**src/hdl/adaptive_dema_filter_core_assert.svh**
```systemverilog
// assertion macros for the dema filter core
`ifndef ADAPTIVE_DEMA_FILTER_CORE_ASSERT_SVH
`define ADAPTIVE_DEMA_FILTER_CORE_ASSERT_SVH
`ifndef SYNTHESIS
// checked property, disabled while reset is low
`define ADF_ASSERT(lbl, clk, rst_n, prop, msg) \
  lbl: assert property (@(posedge clk) disable iff (!rst_n) prop) else $error(msg);
// checked property that also holds during reset
`define ADF_ASSERT_NORST(lbl, clk, prop, msg) \
  lbl: assert property (@(posedge clk) prop) else $error(msg);
`else
`define ADF_ASSERT(lbl, clk, rst_n, prop, msg)
`define ADF_ASSERT_NORST(lbl, clk, prop, msg)
`endif
`endif

```
**src/hdl/adf_pkg.sv**
```systemverilog
package adf_pkg;

  // field and register widths
  localparam int SAMPLE_BITS     = 24;
  localparam int ALPHA_FRAC_BITS = 16;
  localparam int CUTOFF_W        = 10;
  localparam int ELAPSED_W       = 16;
  localparam int CFG_IDX_W       = 1;
  localparam int CFG_DATA_W      = (SAMPLE_BITS > CUTOFF_W) ? SAMPLE_BITS : CUTOFF_W;
  localparam int OUT_W           = SAMPLE_BITS + 2;
  localparam int IN_DATA_W       = ((SAMPLE_BITS + ELAPSED_W + 7) / 8) * 8;
  localparam int OUT_DATA_W      = ((OUT_W + 7) / 8) * 8;

  // alpha datapath widths
  localparam int PROD_W  = CUTOFF_W + ELAPSED_W;
  localparam int P_W     = 29;
  localparam int DEN_W   = P_W + 3;
  localparam int ALPHA_W = ALPHA_FRAC_BITS - 2;
  localparam int NUM_W   = DEN_W + ALPHA_W;
  localparam int ACC_W   = SAMPLE_BITS + ALPHA_FRAC_BITS;

  // shared multiplier
  localparam int MUL_W   = 32;
  localparam int MUL_P_W = 2 * MUL_W;

  // constants of the alpha formula
  localparam int TWO_PI_W = 19;
  localparam logic [TWO_PI_W-1:0] TWO_PI_Q   = TWO_PI_W'(411775);
  localparam logic [PROD_W-1:0]   PROD_LIMIT = PROD_W'(1000);
  localparam logic [P_W-1:0]      P_CLIP     = P_W'(64'd411775 * 64'd500);
  localparam logic [P_W-1:0]      P_THOUSAND = P_W'(64'd1000 << 16);

  // register reset values
  localparam logic [CUTOFF_W-1:0]    CUTOFF_RESET = CUTOFF_W'(8);
  localparam logic [SAMPLE_BITS-1:0] LEVEL_RESET  = SAMPLE_BITS'(14995);

  // register indexes
  localparam logic [CFG_IDX_W-1:0] CFG_CUTOFF = 1'b0;
  localparam logic [CFG_IDX_W-1:0] CFG_LEVEL  = 1'b1;

  // sequencer states
  typedef enum logic [3:0] {
    ST_IDLE,
    ST_PROD,
    ST_SCALE,
    ST_DEN,
    ST_DIV_GO,
    ST_DIV,
    ST_M1,
    ST_M2,
    ST_M3,
    ST_M4,
    ST_DONE
  } adf_state_e;

  // divider status toward the sequencer
  typedef struct packed {
    logic busy;
    logic done;
  } adf_div_stat_t;

endpackage

```
**src/hdl/adaptive_dema_filter_core.sv**
```systemverilog
// Double exponential moving average with a time-adaptive smoothing factor.
// Each input beat carries a Q4.20 sample and the milliseconds since the last
// one; the block derives alpha = dt/(dt+RC)/8 from cutoff_hz (clipped when the
// cutoff exceeds the sample rate), updates two cascaded averages and returns
// one beat holding 2*first - second as a signed Q6.20 value. The block takes no
// new beat until the sequencer is back in idle after the result is written. The
// time per item is set by the restoring divider for alpha, which makes one of its
// 14 quotient bits per cycle, plus six multiply steps on the one shared 32x32
// multiplier. A result held by the receiver stalls the sequencer in its last step.
// Writing initial_level reloads both averages; cutoff_hz and initial_level reset
// to 8 and 14995.
module adaptive_dema_filter_core
  import adf_pkg::*;
(
  input  logic                  clk_i,
  input  logic                  rst_ni,
  // configuration write port
  input  logic                  cfg_we_i,
  input  logic [CFG_IDX_W-1:0]  cfg_index_i,
  input  logic [CFG_DATA_W-1:0] cfg_data_i,
  // input stream
  input  logic                  s_axis_tvalid,
  output logic                  s_axis_tready,
  input  logic [IN_DATA_W-1:0]  s_axis_tdata,   // sample, elapsed_ms
  // output stream
  output logic                  m_axis_tvalid,
  input  logic                  m_axis_tready,
  output logic [OUT_DATA_W-1:0] m_axis_tdata    // filtered
);

`include "adaptive_dema_filter_core_assert.svh"

  adf_state_e state_q, state_d;

  logic [CUTOFF_W-1:0]    cutoff_q;
  logic [SAMPLE_BITS-1:0] x_q;
  logic [ELAPSED_W-1:0]   ms_q;
  logic [PROD_W-1:0]      prod_q;
  logic [P_W-1:0]         p_q;
  logic [DEN_W-1:0]       den_q;
  logic [ALPHA_W-1:0]     alpha_q;
  logic [ACC_W-1:0]       acc_q;
  logic [SAMPLE_BITS-1:0] f_q;
  logic [SAMPLE_BITS-1:0] s_q;
  logic                   out_valid_q;
  logic [OUT_W-1:0]       out_q;

  logic [MUL_W-1:0]         mul_a, mul_b;
  logic [MUL_P_W-1:0]       mul_p;
  logic [ALPHA_FRAC_BITS:0] one_minus_alpha;
  logic [ACC_W-1:0]         acc_sum;
  logic [NUM_W-1:0]         dividend;
  logic                     div_start;
  logic [ALPHA_W-1:0]       div_quo;
  adf_div_stat_t            div_stat;
  logic                     in_beat;
  logic                     out_free;
  logic [OUT_W-1:0]         dema;

  localparam logic [ACC_W-1:0] ACC_HALF = ACC_W'(1) << (ALPHA_FRAC_BITS - 1);
  localparam logic [ALPHA_FRAC_BITS:0] ALPHA_ONE = (ALPHA_FRAC_BITS + 1)'(1) << ALPHA_FRAC_BITS;

  assign in_beat  = s_axis_tvalid && s_axis_tready;
  assign out_free = !out_valid_q || m_axis_tready;

  // next state
  always_comb begin
    state_d = state_q;
    case (state_q)
      ST_IDLE:   if (in_beat) state_d = ST_PROD;
      ST_PROD:   state_d = ST_SCALE;
      ST_SCALE:  state_d = ST_DEN;
      ST_DEN:    state_d = ST_DIV_GO;
      ST_DIV_GO: state_d = ST_DIV;
      ST_DIV:    if (div_stat.done) state_d = ST_M1;
      ST_M1:     state_d = ST_M2;
      ST_M2:     state_d = ST_M3;
      ST_M3:     state_d = ST_M4;
      ST_M4:     state_d = ST_DONE;
      ST_DONE:   if (out_free) state_d = ST_IDLE;
      default:   state_d = ST_IDLE;
    endcase
  end

  // sequencer outputs: multiplier operands and divider start
  assign one_minus_alpha = ALPHA_ONE - {{(ALPHA_FRAC_BITS + 1 - ALPHA_W){1'b0}}, alpha_q};

  always_comb begin
    mul_a     = '0;
    mul_b     = '0;
    div_start = 1'b0;
    case (state_q)
      ST_PROD: begin
        mul_a = MUL_W'(cutoff_q);
        mul_b = MUL_W'(ms_q);
      end
      ST_SCALE: begin
        mul_a = MUL_W'(TWO_PI_Q);
        mul_b = MUL_W'(prod_q);
      end
      ST_DIV_GO: div_start = 1'b1;
      ST_M1: begin
        mul_a = MUL_W'(alpha_q);
        mul_b = MUL_W'(x_q);
      end
      ST_M2: begin
        mul_a = MUL_W'(one_minus_alpha);
        mul_b = MUL_W'(f_q);
      end
      ST_M3: begin
        mul_a = MUL_W'(alpha_q);
        mul_b = MUL_W'(f_q);
      end
      ST_M4: begin
        mul_a = MUL_W'(one_minus_alpha);
        mul_b = MUL_W'(s_q);
      end
      default: begin
        mul_a = '0;
      end
    endcase
  end

  // shared multiplier
  assign mul_p = MUL_P_W'(mul_a) * MUL_P_W'(mul_b);

  // second half of an average update and the rounded dividend
  assign acc_sum  = acc_q + mul_p[ACC_W-1:0];
  assign dividend = {{(NUM_W - P_W - ALPHA_FRAC_BITS){1'b0}}, p_q, {ALPHA_FRAC_BITS{1'b0}}}
                  + {{(NUM_W - DEN_W + 1){1'b0}}, den_q[DEN_W-1:1]};

  adf_div u_div (
    .clk_i      (clk_i),
    .rst_ni     (rst_ni),
    .start_i    (div_start),
    .dividend_i (dividend),
    .divisor_i  (den_q),
    .quotient_o (div_quo),
    .stat_o     (div_stat)
  );

  // 2*first - second, exact
  assign dema = {1'b0, f_q, 1'b0} - {2'b00, s_q};

  // control, configuration and average state
  always_ff @(posedge clk_i or negedge rst_ni) begin
    if (!rst_ni) begin
      state_q     <= ST_IDLE;
      out_valid_q <= 1'b0;
      cutoff_q    <= CUTOFF_RESET;
      f_q         <= LEVEL_RESET;
      s_q         <= LEVEL_RESET;
    end else begin
      state_q <= state_d;
      if (state_q == ST_DONE && out_free) begin
        out_valid_q <= 1'b1;
      end else if (m_axis_tready) begin
        out_valid_q <= 1'b0;
      end
      if (cfg_we_i && cfg_index_i == CFG_CUTOFF) begin
        cutoff_q <= cfg_data_i[CUTOFF_W-1:0];
      end
      if (cfg_we_i && cfg_index_i == CFG_LEVEL) begin
        f_q <= cfg_data_i[SAMPLE_BITS-1:0];
        s_q <= cfg_data_i[SAMPLE_BITS-1:0];
      end else if (state_q == ST_M2) begin
        f_q <= acc_sum[ACC_W-1:ALPHA_FRAC_BITS];
      end else if (state_q == ST_M4) begin
        s_q <= acc_sum[ACC_W-1:ALPHA_FRAC_BITS];
      end
    end
  end

  // datapath registers
  always_ff @(posedge clk_i) begin
    if (in_beat) begin
      x_q  <= s_axis_tdata[SAMPLE_BITS-1:0];
      ms_q <= s_axis_tdata[SAMPLE_BITS +: ELAPSED_W];
    end
    if (state_q == ST_PROD) begin
      prod_q <= mul_p[PROD_W-1:0];
    end
    if (state_q == ST_SCALE) begin
      // cutoff above the sample rate pins fc to half the rate
      p_q <= (prod_q > PROD_LIMIT) ? P_CLIP : mul_p[P_W-1:0];
    end
    if (state_q == ST_DEN) begin
      den_q <= {p_q + P_THOUSAND, 3'b000};
    end
    if (state_q == ST_DIV && div_stat.done) begin
      alpha_q <= div_quo;
    end
    if (state_q == ST_M1 || state_q == ST_M3) begin
      acc_q <= mul_p[ACC_W-1:0] + ACC_HALF;
    end
    if (state_q == ST_DONE && out_free) begin
      out_q <= dema;
    end
  end

  assign s_axis_tready = (state_q == ST_IDLE);
  assign m_axis_tvalid = out_valid_q;
  assign m_axis_tdata  = {{(OUT_DATA_W - OUT_W){1'b0}}, out_q};

  // checks
  `ADF_ASSERT(a_ready_div_idle, clk_i, rst_ni, s_axis_tready |-> !div_stat.busy, "ready while divider busy")
  `ADF_ASSERT(a_div_done_in_div, clk_i, rst_ni, div_stat.done |-> (state_q == ST_DIV), "divider done outside divide step")
  `ADF_ASSERT(a_result_from_done, clk_i, rst_ni, $rose(m_axis_tvalid) |-> $past(state_q == ST_DONE), "result valid without finished item")
  `ADF_ASSERT_NORST(a_reset_no_result, clk_i, !rst_ni |=> !m_axis_tvalid, "result valid during reset")

endmodule

```
**src/hdl/adf_div.sv**
```systemverilog
module adf_div
  import adf_pkg::*;
(
  input  logic                 clk_i,
  input  logic                 rst_ni,
  input  logic                 start_i,
  input  logic [NUM_W-1:0]     dividend_i,
  input  logic [DEN_W-1:0]     divisor_i,
  output logic [ALPHA_W-1:0]   quotient_o,
  output adf_div_stat_t        stat_o
);

  localparam int CNT_W = $clog2(ALPHA_W + 1);

  logic [DEN_W-1:0]   rem_q, rem_d;
  logic [ALPHA_W-1:0] quo_q, quo_d;
  logic [DEN_W-1:0]   dvs_q;
  logic [CNT_W-1:0]   cnt_q, cnt_d;
  logic               done_q, done_d;
  logic [DEN_W:0]     shifted;
  logic [DEN_W:0]     diff;
  logic               ge;

  // one restoring step: shift in the next dividend bit, subtract if it fits
  assign shifted = {rem_q, quo_q[ALPHA_W-1]};
  assign ge      = shifted >= {1'b0, dvs_q};
  assign diff    = shifted - {1'b0, dvs_q};

  always_comb begin
    rem_d  = rem_q;
    quo_d  = quo_q;
    cnt_d  = cnt_q;
    done_d = 1'b0;
    if (start_i && cnt_q == '0) begin
      // upper part is below the divisor, so the quotient fits alpha width
      rem_d = dividend_i[NUM_W-1:ALPHA_W];
      quo_d = dividend_i[ALPHA_W-1:0];
      cnt_d = CNT_W'(ALPHA_W);
    end else if (cnt_q != '0) begin
      rem_d  = ge ? diff[DEN_W-1:0] : shifted[DEN_W-1:0];
      quo_d  = {quo_q[ALPHA_W-2:0], ge};
      cnt_d  = cnt_q - CNT_W'(1);
      done_d = (cnt_q == CNT_W'(1));
    end
  end

  // control state
  always_ff @(posedge clk_i or negedge rst_ni) begin
    if (!rst_ni) begin
      cnt_q  <= '0;
      done_q <= 1'b0;
    end else begin
      cnt_q  <= cnt_d;
      done_q <= done_d;
    end
  end

  // datapath
  always_ff @(posedge clk_i) begin
    rem_q <= rem_d;
    quo_q <= quo_d;
    if (start_i && cnt_q == '0) begin
      dvs_q <= divisor_i;
    end
  end

  assign quotient_o  = quo_q;
  assign stat_o.busy = (cnt_q != '0);
  assign stat_o.done = done_q;

endmodule
```
**config.mk**
```make
export PLATFORM = sky130hd
export DESIGN_NAME = adaptive_dema_filter_core
export DESIGN_NICKNAME = d
export VERILOG_FILES = /design/src/hdl/adf_pkg.sv /design/src/hdl/adaptive_dema_filter_core.sv /design/src/hdl/adf_div.sv
export VERILOG_INCLUDE_DIRS = /design/src /design/src/hdl
export SDC_FILE = /design/constraint.sdc
export NUM_CORES = 2
export LEC_CHECK = 0
export ABC_AREA = 1
export BUFFER_PORTS_ARGS = -buffer_cell sky130_fd_sc_hd__buf_2
export CAP_MARGIN = 20
export CORE_ASPECT_RATIO = 1.5
export CORE_MARGIN = 1
export CORE_UTILIZATION = 30
export CTS_BUF_LIST = sky130_fd_sc_hd__clkbuf_8
export DETAILED_ROUTE_END_ITERATION = 10
export HOLD_SLACK_MARGIN = 0.02
export PLACE_DENSITY_LB_ADDON = 0.2
export SLEW_MARGIN = 20
export SYNTH_ARGS = -nofsm -noshare
export SYNTH_HDL_FRONTEND = slang
export SYNTH_SLANG_ARGS = --single-unit
export TNS_END_PERCENT = 5
```
**constraint.sdc**
```tcl
create_clock -name clk_i -period 8.6 [get_ports clk_i]
set_input_delay 0.86 -clock clk_i [delete_from_list [all_inputs] [get_ports clk_i]]
set_output_delay 0.86 -clock clk_i [all_outputs]
set_load 0.01 [all_outputs]
```
==> out/summary.txt <==
Final Critical Period -> 8632 ps
Slew Viols, Final -> 0
Tcrit/Tclk final -> 100.4%
cell area after synthesis -> 36040 sq um
CTS Hold Bufs -> 0
Mean Syn Cell Area -> 8.213 sq um
vias in the first global route -> 33.53k
CTS max path bufs -> 3
GRT overflow -> 0
Post-synth top flop -> edfxtp_1
Die Span Y -> 426.5 microns
FP Rows -> 155
HPWL Detailed -> 121.2 mm
post-DR vias/cell -> 4.665
Vias -> 31.75k
synth cell count leaders -> nand2_1, inv_1, fa_1
Clock Skews -> 64.81 ps
post-layout instance area -> 47580 sq um
CP bufs+invs -> 19
pin count of the biggest net entering global routing -> 69
Syn. warnings -> 0
RSZ-0062 raised after global routing -> true
crit path max fanout -> 10
Num CTS Buffers -> 54
H-tree levels -> 2
Startpoint Class -> register
Synth top area share -> 23.25%
clk root buf -> clkbuf_8
I/O pin total -> 104
failing checks -> negative setup slack
Area growth syn-to-layout -> 32.03%
DIE AREA -> 121600 sq um
most common cell in the netlist -> nand2_1
Synth cell types -> 61
Max Cap Violations -> 0
slowest stage delay, CP -> 530 ps
initial antenna violation count -> 1
Clock Sinks -> 347
DR WL/cell -> 20.93 microns
RR Endpoint -> s_q[16]
Core Region -> 119100 sq um
Mapped Cells -> 4388
Synth area leader -> edfxtp_1
TritonRoute pass-1 iters -> 6
Post-layout nets -> 5885
Worst Reg-to-Reg Cells -> 50
residual DRC count -> 0
all-layer global routing usage -> 23.44%
min-delay worst type -> in -> async
share of the yosys chip area belonging to registers -> 28.03%
Final setup violation count -> 6
Max Clk Rate -> 0.1159 GHz
Post-synth ARST share -> 19.60%
RePlAce Congestion -> 0.9424
Final Hold Viols -> 0
final wirelength -> 142.5 mm
Slew @ Worst Pin -> 1018 ps
outcome -> finished with violations
post-route ant nets -> 0
Die W -> 285.0 microns
First DRT Iteration DRCs -> 1624
Post-synth EDFFs -> 279
Critical-path top delay cell -> fa_1
worst flop-to-flop path startpoint -> state_q[3]
I/O Buffers -> 97
critical path required time -> 9200 ps
Setup Crit Path Kind -> reg -> reg
DP Area -> 43850 sq um
first-pass GRT wire length -> 210.0 mm
top cells by area, synth -> edfxtp_1, fa_1, nand2_1
worst-case hold slack -> 260.4 ps
Top delay family on crit path -> adder cells
crit path DAT -> 9230 ps
clk_lat worst skew -> 720 ps
Seq cells post-synth -> 347
Reg clk slew, reported paths -> 70 ps
R2R setup slack -> -30 ps
Starting Density -> 30.27%
critical path endpoint category -> register
final worst slack -> -31.86 ps
Slew HR -> 31.51%
CTS tree -> built
layout cells sized above 1 -> 26.89%
## metal layers
layer | share of wire, % | wire length, microns | vias up | global-route usage [%]
met5 | 0 | 0 | - | 0
met4 | 5.4 | 7696 | 0 | 10.53
met3 | 2.7 | 3786 | 251 | 2.126
met2 | 55 | 78280 | 601 | 46.12
met1 | 37 | 52700 | 15670 | 24.91
li1 | - | - | 15230 | -
## worst reg2reg max path, delay by kind of cell, from the launching register on
kind | cells | cell delay [ps]
adders and majority gates | 8 | 3570
buffers and inverters | 19 | 2050
and+or+nand+nor | 17 | 1540
DFF | 1 | 390
AOI/OAI and AO/OA | 5 | 810
xor gates and xnor gates | 1 | 190
## how the worst max path moves through the flow
stage | startpoint | to | slack, ps | cells past startpoint
floorplan | state_q[1] | f_q[23] | 30 | 41
CTS | state_q[3] | s_q[9] | -20 | 49
detailed placement | state_q[2] | s_q[20] | -990 | 44
global placement | state_q[2] | s_q[20] | -980 | 44
finish | state_q[3] | s_q[16] | -30 | 50
global route | alpha_q[1] | s_q[23] | -450 | 49
## metrics by stage
| stage | util, % | setup slack [ps] | setup TNS (ps) | instances |
|---|---|---|---|---|
| 3_3_place_gp | 36.82 | -981.3 | -37130 | 6659 |
| 3_5_place_dp | 36.82 | -988.0 | -37170 | 6659 |
| 6_report | 39.96 | -31.86 | -91.60 | 6807 |
| 4_1_cts | 39.16 | -22.16 | -121.1 | 6795 |
| 2_1_floorplan | - | 33.92 | 0 | 4404 |
| 5_1_grt | 39.96 | -451.0 | -14950 | 6807 |
## layout make-up
class | count | area, sq um
Inverter | 992 | 3756
Clock inverter | 40 | 211.5
Fill cell | 12260 | 71490
Sequential cell | 347 | 10100
Timing Repair Buffer | 841 | 6779
Multi-Input combinational cell | 2961 | 24010
Tap cell | 1570 | 1964
Antenna cell | 1 | 2.502
Clock buffer | 55 | 757.0
## state kept, by name, indices dropped and copies added, names as in the netlist, 10 cells and up
register	flops
s_q	24
alpha_q	14
acc_q	40
f_q	24
out_q	26
x_q	24
den_q	29
u_div.quotient_o	14
prod_q	26
cutoff_q	10
p_q	29
ms_q	16
u_div.dvs_q	29
u_div.rem_q	32
## timing repair
action,4_1_cts,5_1_grt
gates resized for setup,351,205
endpoints found under the setup margin,50,48
gates cloned,4,0
pin swaps,99,108
hold endpoints to repair,0,0
buffers inserted,38,11
## layout by cell type (no fill, tap or decap), drive strengths merged, types with 10 or more instances in the layout
cell type / netlist / layout
nor4: 10 / 10
nor2: 382 / 382
fa: 402 / 402
dfstp: 17 / 17
nor3: 38 / 38
o21ai: 212 / 212
nand2: 1007 / 1008
edfxtp: 279 / 279
nand3: 149 / 149
or2: 17 / 17
xnor2: 38 / 38
clkbuf: 63 / 55
ha: 216 / 216
and2: 10 / 10
a21oi: 211 / 211
o211ai: 15 / 15
conb: 2 / 18
a31oi: 26 / 26
dfrtp: 51 / 51
o21bai: 16 / 16
xor2: 74 / 74
a221oi: 23 / 23
inv: 987 / 1003
nand4: 26 / 26
a21o: 21 / 21
clkinv: 5 / 25
buf: 42 / 840
## cell families after synthesis
kind of cell / count (synthesis) / synth area share, %
fa+ha+maj: 618 / 29.83
xor+xnor: 112 / 2.784
flops: 347 / 28.03
simple gates: 1648 / 18.73
other cells: 2 / 0.02084
mux: 6 / 0.1875
buf+inv: 1097 / 11.63
compound gates: 558 / 8.794
Power is left out: the tool's default activity adds up to more than one toggle a clock period on the data nets, which glitch-free logic cannot reach.
